`config.mk`:
```
export PLATFORM = sky130hd
export DESIGN_NAME = thermostat_hysteresis_action_unit_flat
export DESIGN_NICKNAME = d
export VERILOG_FILES = /design/src/rtl/thact_pkg.sv /design/src/rtl/thact_req_if.sv /design/src/rtl/thact_res_if.sv /design/src/rtl/thermostat_hysteresis_action_unit.sv /design/src/flat_wrapper.sv
export SDC_FILE = /design/constraint.sdc
export NUM_CORES = 1
export LEC_CHECK = 0
export BUFFER_PORTS_ARGS = -buffer_cell sky130_fd_sc_hd__buf_2
export CAP_MARGIN = 20
export CORE_MARGIN = 1.5
export CORE_UTILIZATION = 31
export CTS_CLUSTER_DIAMETER = 80
export DETAILED_ROUTE_END_ITERATION = 8
export GPL_TIMING_DRIVEN = 0
export MAX_ROUTING_LAYER = met4
export PLACE_DENSITY = 0.45
export SKIP_LAST_GASP = 1
export SLEW_MARGIN = 0
export SYNTH_ARGS = -nofsm -noshare
export SYNTH_HDL_FRONTEND = slang
export SYNTH_SLANG_ARGS = --single-unit
```
`constraint.sdc`:
```
create_clock -name i_clk -period 20.1 [get_ports i_clk]
set_input_delay 2.01 -clock i_clk [delete_from_list [all_inputs] [get_ports i_clk]]
set_output_delay 2.01 -clock i_clk [all_outputs]
set_load 0.01 [all_outputs]
```
`src/rtl/thact_pkg.sv`:
```
// Package for the thermostat hysteresis action unit: widths, register
// indexes, mode and action codes. No dependencies.
`default_nettype none

package thact_pkg;

    // Field and port widths
    localparam int TEMP_W = 16;
    localparam int BAND_W = 15;
    localparam int FLAG_W = 4;
    localparam int CFG_W  = 16;
    localparam int IDX_W  = 3;
    // Working width of the set point clamp: holds range_min - 2 * 32767
    localparam int WIDE_W = 18;

    localparam logic signed [WIDE_W-1:0] S16_MAX = 18'sd32767;
    localparam logic signed [WIDE_W-1:0] S16_MIN = -18'sd32768;

    // Feature flag bits
    localparam int FEAT_COOL     = 0;
    localparam int FEAT_HEAT     = 1;
    localparam int FEAT_FAN      = 2;
    localparam int FEAT_FAN_COOL = 3;

    // Configuration register indexes
    typedef enum logic [IDX_W-1:0] {
        REG_COOL_DEADBAND = 3'd0,
        REG_COOL_OVERRUN  = 3'd1,
        REG_HEAT_DEADBAND = 3'd2,
        REG_HEAT_OVERRUN  = 3'd3,
        REG_MIN_GAP       = 3'd4,
        REG_RANGE_MIN     = 3'd5,
        REG_RANGE_MAX     = 3'd6,
        REG_FEATURES      = 3'd7
    } t_reg_idx;

    // HVAC modes; code 7 behaves as auto
    typedef enum logic [2:0] {
        MODE_OFF       = 3'd0,
        MODE_HEAT_COOL = 3'd1,
        MODE_COOL      = 3'd2,
        MODE_HEAT      = 3'd3,
        MODE_FAN_ONLY  = 3'd4,
        MODE_DRY       = 3'd5,
        MODE_AUTO      = 3'd6
    } t_mode;

    // Actions
    typedef enum logic [2:0] {
        ACT_OFF  = 3'd0,
        ACT_IDLE = 3'd1,
        ACT_COOL = 3'd2,
        ACT_HEAT = 3'd3,
        ACT_FAN  = 3'd4,
        ACT_DRY  = 3'd5
    } t_action;

    // Reset values of the configuration registers
    localparam logic [BAND_W-1:0]        RST_BAND      = 15'd50;
    localparam logic signed [TEMP_W-1:0] RST_RANGE_MIN = 16'sd1000;
    localparam logic signed [TEMP_W-1:0] RST_RANGE_MAX = 16'sd3500;
    localparam logic [FLAG_W-1:0]        RST_FEATURES  = 4'hF;

endpackage

`default_nettype wire

```
`src/rtl/thact_req_if.sv`:
```
// Request channel of the thermostat action unit: one temperature sample,
// mode and set points. Uses thact_pkg for field widths.
`default_nettype none

interface thact_req_if;
    import thact_pkg::*;

    logic                     valid;
    logic                     ready;
    logic signed [TEMP_W-1:0] temperature;
    logic                     temp_valid;
    logic [2:0]               hvac_mode;
    logic signed [TEMP_W-1:0] set_low;
    logic signed [TEMP_W-1:0] set_high;

    modport source (
        output valid, temperature, temp_valid, hvac_mode, set_low, set_high,
        input  ready
    );
    modport sink (
        input  valid, temperature, temp_valid, hvac_mode, set_low, set_high,
        output ready
    );
endinterface

`default_nettype wire

```
`src/rtl/thact_res_if.sv`:
```
// Result channel of the thermostat action unit: action, change flags and
// clamped set points. Uses thact_pkg for field widths.
`default_nettype none

interface thact_res_if;
    import thact_pkg::*;

    logic                     valid;
    logic                     ready;
    logic [2:0]               action;
    logic                     action_changed;
    logic signed [TEMP_W-1:0] clamped_low;
    logic signed [TEMP_W-1:0] clamped_high;
    logic                     setpoint_changed;

    modport source (
        output valid, action, action_changed, clamped_low, clamped_high,
               setpoint_changed,
        input  ready
    );
    modport sink (
        input  valid, action, action_changed, clamped_low, clamped_high,
               setpoint_changed,
        output ready
    );
endinterface

`default_nettype wire

```
`src/rtl/thermostat_hysteresis_action_unit.sv`:
```
// Top level of the thermostat hysteresis action unit: set point clamp,
// banded action choice and change flags. Depends on thact_pkg and the
// thact_req_if / thact_res_if channel interfaces.
//
//  channel  | dir | handshake          | carries
//  ---------+-----+--------------------+-------------------------------------
//  i_req    | in  | valid/ready        | temperature, temp_valid, hvac_mode,
//           |     |                    | set_low, set_high
//  o_res    | out | valid/ready        | action, action_changed, clamped_low,
//           |     |                    | clamped_high, setpoint_changed
//  i_cfg_*  | in  | write enable only  | register index, data
//
// One request per cycle sustained while results are taken; a request passes
// through the input register, then the result register, which presents
// its result.
// The stored action and set points are updated as a request moves from the
// input register into the result register, so the next request sees them.
// A stalled result holds the result register; the input register still takes
// one more request behind it. Synchronous active-low reset clears the
// configuration to its defaults and the history to "no request seen".
`default_nettype none

module thermostat_hysteresis_action_unit
    import thact_pkg::*;
(
    input  wire logic              i_clk,
    input  wire logic              i_rst_n,
    input  wire logic              i_cfg_we,
    input  wire logic [IDX_W-1:0]  i_cfg_idx,
    input  wire logic [CFG_W-1:0]  i_cfg_data,
    thact_req_if.sink              i_req,
    thact_res_if.source            o_res
);

    // Configuration registers
    logic [BAND_W-1:0]        r_cool_db, r_cool_or, r_heat_db, r_heat_or, r_min_gap;
    logic signed [TEMP_W-1:0] r_range_min, r_range_max;
    logic [FLAG_W-1:0]        r_features;

    // Input register
    logic                     r_in_vld;
    logic signed [TEMP_W-1:0] r_temp, r_set_low, r_set_high;
    logic                     r_temp_ok;
    t_mode                    r_mode;

    // History
    t_action                  r_last_act;
    logic signed [TEMP_W-1:0] r_last_low, r_last_high;
    logic                     r_started;

    // Result register
    logic                     r_out_vld;
    t_action                  r_act;
    logic                     r_act_chg, r_sp_chg;
    logic signed [TEMP_W-1:0] r_out_low, r_out_high;

    // Combinational results
    logic                     advance;
    logic signed [WIDE_W-1:0] gap, lo_a, lo_b, hi_a, hi_b, hi_c, lo_c;
    logic signed [TEMP_W-1:0] n_low, n_high;
    logic signed [WIDE_W-1:0] t_w, hi_w, lo_w;
    logic                     hi_band_up, hi_band_dn, lo_band_dn, lo_band_up;
    logic                     cool_req, heat_req, fan_req;
    t_action                  n_act;
    logic                     n_act_chg, n_sp_chg;

    // Handshake: input register drains when the result register is free or its result is taken
    assign advance     = r_in_vld && (!r_out_vld || o_res.ready);
    assign i_req.ready = !r_in_vld || advance;

    // Configuration writes
    always_ff @(posedge i_clk) begin
        if (!i_rst_n) begin
            r_cool_db   <= RST_BAND;
            r_cool_or   <= RST_BAND;
            r_heat_db   <= RST_BAND;
            r_heat_or   <= RST_BAND;
            r_min_gap   <= RST_BAND;
            r_range_min <= RST_RANGE_MIN;
            r_range_max <= RST_RANGE_MAX;
            r_features  <= RST_FEATURES;
        end else if (i_cfg_we) begin
            case (t_reg_idx'(i_cfg_idx))
                REG_COOL_DEADBAND: r_cool_db   <= i_cfg_data[BAND_W-1:0];
                REG_COOL_OVERRUN:  r_cool_or   <= i_cfg_data[BAND_W-1:0];
                REG_HEAT_DEADBAND: r_heat_db   <= i_cfg_data[BAND_W-1:0];
                REG_HEAT_OVERRUN:  r_heat_or   <= i_cfg_data[BAND_W-1:0];
                REG_MIN_GAP:       r_min_gap   <= i_cfg_data[BAND_W-1:0];
                REG_RANGE_MIN:     r_range_min <= $signed(i_cfg_data[TEMP_W-1:0]);
                REG_RANGE_MAX:     r_range_max <= $signed(i_cfg_data[TEMP_W-1:0]);
                REG_FEATURES:      r_features  <= i_cfg_data[FLAG_W-1:0];
                default: ;
            endcase
        end
    end

    // Input register
    always_ff @(posedge i_clk) begin
        if (!i_rst_n) begin
            r_in_vld <= 1'b0;
        end else if (i_req.ready) begin
            r_in_vld <= i_req.valid;
        end
    end

    always_ff @(posedge i_clk) begin
        if (i_req.valid && i_req.ready) begin
            r_temp     <= i_req.temperature;
            r_temp_ok  <= i_req.temp_valid;
            r_mode     <= t_mode'(i_req.hvac_mode);
            r_set_low  <= i_req.set_low;
            r_set_high <= i_req.set_high;
        end
    end

    // Set point clamp: low point first, then high, then saturate to 16 bits
    always_comb begin
        logic signed [WIDE_W-1:0] rmin_w, rmax_w;
        rmin_w = WIDE_W'(r_range_min);
        rmax_w = WIDE_W'(r_range_max);
        gap    = $signed({{(WIDE_W-BAND_W){1'b0}}, r_min_gap});

        lo_a = WIDE_W'(r_set_low);
        if (lo_a < rmin_w) lo_a = rmin_w;
        lo_b = lo_a;
        if (lo_b > rmax_w - gap) lo_b = rmax_w - gap;
        hi_a = WIDE_W'(r_set_high);
        if (lo_b > hi_a - gap) hi_a = lo_b + gap;

        hi_b = hi_a;
        if (hi_b > rmax_w) hi_b = rmax_w;
        hi_c = hi_b;
        if (hi_c < rmin_w + gap) hi_c = rmin_w + gap;
        lo_c = lo_b;
        if (hi_c < lo_c + gap) lo_c = hi_c - gap;

        if (lo_c > S16_MAX)      n_low = TEMP_W'(S16_MAX);
        else if (lo_c < S16_MIN) n_low = TEMP_W'(S16_MIN);
        else                     n_low = lo_c[TEMP_W-1:0];
        if (hi_c > S16_MAX)      n_high = TEMP_W'(S16_MAX);
        else if (hi_c < S16_MIN) n_high = TEMP_W'(S16_MIN);
        else                     n_high = hi_c[TEMP_W-1:0];
    end

    // Band edges against the saturated set points
    always_comb begin
        t_w  = WIDE_W'(r_temp);
        hi_w = WIDE_W'(n_high);
        lo_w = WIDE_W'(n_low);
        hi_band_up = t_w > hi_w + $signed({{(WIDE_W-BAND_W){1'b0}}, r_cool_db});
        hi_band_dn = t_w < hi_w - $signed({{(WIDE_W-BAND_W){1'b0}}, r_cool_or});
        lo_band_dn = t_w < lo_w - $signed({{(WIDE_W-BAND_W){1'b0}}, r_heat_db});
        lo_band_up = t_w > lo_w + $signed({{(WIDE_W-BAND_W){1'b0}}, r_heat_or});
    end

    // Demand with hysteresis: inside the band keep the stored action
    always_comb begin
        cool_req = 1'b0;
        if (r_features[FEAT_COOL]) begin
            if (hi_band_up)      cool_req = 1'b1;
            else if (hi_band_dn) cool_req = 1'b0;
            else cool_req = (r_last_act == ACT_COOL) &&
                            (r_mode == MODE_HEAT_COOL || r_mode == MODE_COOL);
        end

        heat_req = 1'b0;
        if (r_features[FEAT_HEAT]) begin
            if (lo_band_dn)      heat_req = 1'b1;
            else if (lo_band_up) heat_req = 1'b0;
            else heat_req = (r_last_act == ACT_HEAT) &&
                            (r_mode == MODE_HEAT_COOL || r_mode == MODE_HEAT);
        end

        fan_req = 1'b0;
        if (r_features[FEAT_FAN]) begin
            if (!r_features[FEAT_FAN_COOL]) fan_req = 1'b1;
            else if (hi_band_up)            fan_req = 1'b1;
            else if (hi_band_dn)            fan_req = 1'b0;
            else fan_req = (r_last_act == ACT_FAN) && (r_mode == MODE_FAN_ONLY);
        end
    end

    // Action choice per mode
    always_comb begin
        n_act = ACT_IDLE;
        if (!r_temp_ok) begin
            n_act = ACT_OFF;
        end else begin
            case (r_mode)
                MODE_OFF:       n_act = ACT_OFF;
                MODE_FAN_ONLY:  if (fan_req) n_act = ACT_FAN;
                MODE_DRY:       n_act = ACT_DRY;
                MODE_HEAT_COOL: begin
                    if (cool_req && !heat_req)      n_act = ACT_COOL;
                    else if (heat_req && !cool_req) n_act = ACT_HEAT;
                end
                MODE_COOL:      if (cool_req) n_act = ACT_COOL;
                MODE_HEAT:      if (heat_req) n_act = ACT_HEAT;
                default:        n_act = ACT_IDLE;
            endcase
        end
    end

    // Change flags; off <-> idle does not count as an action change
    always_comb begin
        if (!r_started)               n_act_chg = 1'b1;
        else if (n_act == r_last_act) n_act_chg = 1'b0;
        else n_act_chg = !((n_act == ACT_OFF && r_last_act == ACT_IDLE) ||
                           (n_act == ACT_IDLE && r_last_act == ACT_OFF));
        n_sp_chg = !r_started || (n_low != r_last_low) || (n_high != r_last_high);
    end

    // History and result valid
    always_ff @(posedge i_clk) begin
        if (!i_rst_n) begin
            r_last_act  <= ACT_OFF;
            r_last_low  <= '0;
            r_last_high <= '0;
            r_started   <= 1'b0;
            r_out_vld   <= 1'b0;
        end else begin
            if (advance) begin
                r_last_act  <= n_act;
                r_last_low  <= n_low;
                r_last_high <= n_high;
                r_started   <= 1'b1;
                r_out_vld   <= 1'b1;
            end else if (o_res.ready) begin
                r_out_vld   <= 1'b0;
            end
        end
    end

    // Result payload
    always_ff @(posedge i_clk) begin
        if (advance) begin
            r_act      <= n_act;
            r_act_chg  <= n_act_chg;
            r_sp_chg   <= n_sp_chg;
            r_out_low  <= n_low;
            r_out_high <= n_high;
        end
    end

    assign o_res.valid            = r_out_vld;
    assign o_res.action           = r_act;
    assign o_res.action_changed   = r_act_chg;
    assign o_res.clamped_low      = r_out_low;
    assign o_res.clamped_high     = r_out_high;
    assign o_res.setpoint_changed = r_sp_chg;

endmodule

`default_nettype wire

```
`src/flat_wrapper.sv`:
```
// flat-port wrapper written by rule: the top's interface ports become plain ports
module thermostat_hysteresis_action_unit_flat import thact_pkg::*;
  (i_clk, i_rst_n, i_cfg_we, i_cfg_idx, i_cfg_data, i_req_valid, i_req_temperature, i_req_temp_valid, i_req_hvac_mode, i_req_set_low, i_req_set_high, i_req_ready, o_res_valid, o_res_action, o_res_action_changed, o_res_clamped_low, o_res_clamped_high, o_res_setpoint_changed, o_res_ready);
  thact_req_if i_req_i ();
  thact_res_if o_res_i ();
  input  wire logic i_clk;
  input  wire logic i_rst_n;
  input  wire logic i_cfg_we;
  input  wire logic [IDX_W-1:0] i_cfg_idx;
  input  wire logic [CFG_W-1:0] i_cfg_data;
  input wire logic [$bits(i_req_i.valid)-1:0] i_req_valid;
  input wire logic [$bits(i_req_i.temperature)-1:0] i_req_temperature;
  input wire logic [$bits(i_req_i.temp_valid)-1:0] i_req_temp_valid;
  input wire logic [$bits(i_req_i.hvac_mode)-1:0] i_req_hvac_mode;
  input wire logic [$bits(i_req_i.set_low)-1:0] i_req_set_low;
  input wire logic [$bits(i_req_i.set_high)-1:0] i_req_set_high;
  output wire logic [$bits(i_req_i.ready)-1:0] i_req_ready;
  output wire logic [$bits(o_res_i.valid)-1:0] o_res_valid;
  output wire logic [$bits(o_res_i.action)-1:0] o_res_action;
  output wire logic [$bits(o_res_i.action_changed)-1:0] o_res_action_changed;
  output wire logic [$bits(o_res_i.clamped_low)-1:0] o_res_clamped_low;
  output wire logic [$bits(o_res_i.clamped_high)-1:0] o_res_clamped_high;
  output wire logic [$bits(o_res_i.setpoint_changed)-1:0] o_res_setpoint_changed;
  input wire logic [$bits(o_res_i.ready)-1:0] o_res_ready;
  assign i_req_i.valid = i_req_valid;
  assign i_req_i.temperature = i_req_temperature;
  assign i_req_i.temp_valid = i_req_temp_valid;
  assign i_req_i.hvac_mode = i_req_hvac_mode;
  assign i_req_i.set_low = i_req_set_low;
  assign i_req_i.set_high = i_req_set_high;
  assign i_req_ready = i_req_i.ready;
  assign o_res_valid = o_res_i.valid;
  assign o_res_action = o_res_i.action;
  assign o_res_action_changed = o_res_i.action_changed;
  assign o_res_clamped_low = o_res_i.clamped_low;
  assign o_res_clamped_high = o_res_i.clamped_high;
  assign o_res_setpoint_changed = o_res_i.setpoint_changed;
  assign o_res_i.ready = o_res_ready;
  thermostat_hysteresis_action_unit u_core (.i_clk(i_clk), .i_rst_n(i_rst_n), .i_cfg_we(i_cfg_we), .i_cfg_idx(i_cfg_idx), .i_cfg_data(i_cfg_data), .i_req(i_req_i), .o_res(o_res_i));
endmodule
```
==> metrics <==
status finished clean; DR WL/cell 23.1 um; measured slew at the worst slew-check pin 1.16 ns; Die Height 261 um; Seq/Total Area, Yosys 27.5%; die area between 0.06 and 0.07 sq mm; Peak Freq 0.0510 GHz; Core ar. between 0.06 and 0.07 sq mm; CP top delay family compound AO/OA/AOI/OAI gates; number of synthesized flops with an enable pin 89; Pins Over Slew Limit 0; commonest cells after routing, fill and taps aside 345 x nand2_1, 275 x ha_1, 216 x a21oi_1; post-synthesis cell area 0.0206 sq mm; 1st-iter DRT viols 1533; GR Util All Layers 25.2%; P&R area growth vs syn 27.3%; # IOs 115; Worst Hold Class flop to flop; clk buf depth 3; drt first pass iters 5; Crit path largest cell delay 0.58 ns; Tcrit/Tclk final 97.6%; Reg clk slew, reported paths 0.06 ns; final worst-path setup slack 0.489 ns; largest net degree at the start of global routing 35; Mapped Nets 2867; most common cell after layout, fill and taps aside nand2_1; placer congestion estimate 0.968; worst endpoint required time between 20 and 25 ns; endpoints failing setup 0; max-cap viol count 0; nets@finish 3184; pre-CTS setup slack -5.27 ns; Initial Util 31.3%; crit path kind flop to flop; number of global-route vias before repair between 15000 and 20000; Fin. Hold Viols 0; Clk Latency, worst-skew pair 0.59 ns; Hold WS 0.456 ns; skew final 0.0275 ns; Worst setup SP type flop; clk sinks 238; top_reg_cell synth dfxtp_1; Synth Area per Inst 8.28 sq um; relative max-transition margin 22.7%; H-tree depth 1; CTS root buf clkbuf_16; asr flop ratio synth 0%; Yosys warning count 0; hpwl dp between 60000 and 70000 um; Diodes inserted 0; drt drc 0; number of port buffers 107; DIE WIDTH 261 um; Via density approximately 5.4; Num CTS Buffers 30; antenna violations before repair 3; total gr overflow 0; Netlist cell types 100; Synth Instances between 2000 and 2500; CP Max Fanout 8; WP buf/inv 13; most frequent CP cell a21o_1; Post-Route WL 85100 um; Post-DRT Antenna Nets 0; CTS tree yes; #FFs+latches synth ~240; Via Count 20100; critical path capture point type flop; CTS Hold Bufs 0; crit path time final 19.61 ns; first-pass GRT wire length 122000 um; slowest cell on the critical path or4_4; share of cells above drive strength 1 between 20% and 30%; worst endpoint data arrival time 19.94 ns; number of cell rows 94
layout make-up:
cell class | instances | area (sq um)
fillers | 6605 | 39600
multi-input cells | 1955 | 15100
flip-flops and latches | 238 | 5690
repair buffers | 287 | 1990
well taps | 864 | 1080
inverters | 222 | 856
clock buffers | 38 | 801
plain buffers | 65 | 385
clock inverters | 18 | 230
Yosys cell counts, types with 5 or more instances:
master | number | area [sq um]
mux2i_1 | 32 | 320
nand3_1 | 45 | 225
nand2_1 | 352 | 1320
nand4_1 | 31 | 194
o21ai_0 | 116 | 581
o22ai_1 | 7 | 43.8
inv_1 | 219 | 822
o31a_1 | 7 | 61.3
nor4_1 | 11 | 68.8
a21o_1 | 81 | 608
buf_1 | 7 | 26.3
xor2_1 | 28 | 245
and3_1 | 12 | 75.1
nand2b_1 | 53 | 332
mux2_2 | 20 | 225
or2_2 | 9 | 56.3
a211oi_1 | 23 | 173
o21a_1 | 54 | 405
xnor2_1 | 86 | 753
clkbuf_1 | 49 | 184
and2_1 | 7 | 43.8
ha_1 | 300 | 3750
and4_1 | 7 | 61.3
nor3b_1 | 9 | 67.6
o21bai_1 | 21 | 158
a211o_1 | 7 | 61.3
nand3b_1 | 8 | 60.1
or3_1 | 10 | 62.6
dfxtp_1 | 149 | 2980
o211ai_1 | 39 | 293
buf_2 | 10 | 50.1
nor2b_1 | 27 | 169
nor2_1 | 114 | 428
or4_1 | 6 | 45.0
edfxtp_1 | 89 | 2670
a31oi_1 | 9 | 56.3
o31ai_1 | 8 | 60.1
nor3_1 | 29 | 145
a21oi_1 | 254 | 1270
fa_1 | 9 | 180
a311oi_1 | 5 | 43.8
a21boi_0 | 14 | 105
metrics by stage:
stage	instances	util, %	setup TNS [ns]	instance area [sq um]
finish	3687	39.8	0	26200
floorplan	2482	-	0	20600
CTS	3613	37.9	0	24900
global route	3687	39.8	-0.283	26200
global placement	3453	33.8	-26.78	22200
detailed placement	3458	33.9	-26.17	22300
what timing repair did:
| action | in CTS | in global routing |
|---|---|---|
| pin swaps | 68 | 141 |
| cloned | 0 | 2 |
| resized for setup | 214 | 153 |
| setup buffers | 99 | 74 |
| endpoints found under the setup margin | 8 | 5 |
routing by layer:
layer	vias up	routed length (um)	track usage, %
li1	9579	-	-
met1	9800	40200	34.7
met2	565	38400	39.7
met3	113	4250	2.19
met4	0	2260	6.09
met5	-	0	-
cells by family (layout without fill, tap and decap cells):
logic type | count (synthesis) | after routing | share of synthesized area, %
AO/OA/AOI/OAI | 721 | 721 | 22.7
flip-flops | 238 | 238 | 27.5
adder cells (fa/ha/maj) | 309 | 309 | 19.1
XOR/XNOR | 115 | 115 | 4.93
AND/OR/NAND/NOR | 756 | 756 | 17.5
buffers and inverters | 289 | 630 | 5.37
multiplexers | 54 | 54 | 2.84
registers in the layout, indices dropped and copies added, names as in the netlist, 16 cells and up:
register and cells:
u_core.r_range_min 16, u_core.r_temp 16, u_core.o_res.clamped_high 16, u_core.r_set_low 16, u_core.r_range_max 16, u_core.r_last_low 16, u_core.r_last_high 16, u_core.r_set_high 16
u_core.o_res.clamped_low 16
worst paths after layout:
check	slack [ns]	to	depth (start not counted)	from
hold / removal	0.46	u_core.r_heat_db[6]	2	u_core.r_heat_db[6]
setup / recovery	0.49	u_core.o_res.action_changed	104	u_core.r_range_min[14]
hold reg to reg	0.46	u_core.r_heat_db[6]	2	u_core.r_heat_db[6]
setup reg to reg	0.49	u_core.o_res.action_changed	104	u_core.r_range_min[14]
worst register-to-register path: cells and delay by family, from the launching register on:
kind / cells / cell delay [ns]
AND/OR/NAND/NOR: 31 / 5.69
buffers and inverters: 13 / 1.70
multiplexers: 3 / 0.94
XOR/XNOR: 2 / 0.28
flip-flops: 1 / 0.37
AO/OA/AOI/OAI: 45 / 8.09
adder cells (fa/ha/maj): 10 / 2.29
Power is not shown: default switching activity piles up to over one toggle a cycle in this logic, so the estimate is an artifact.
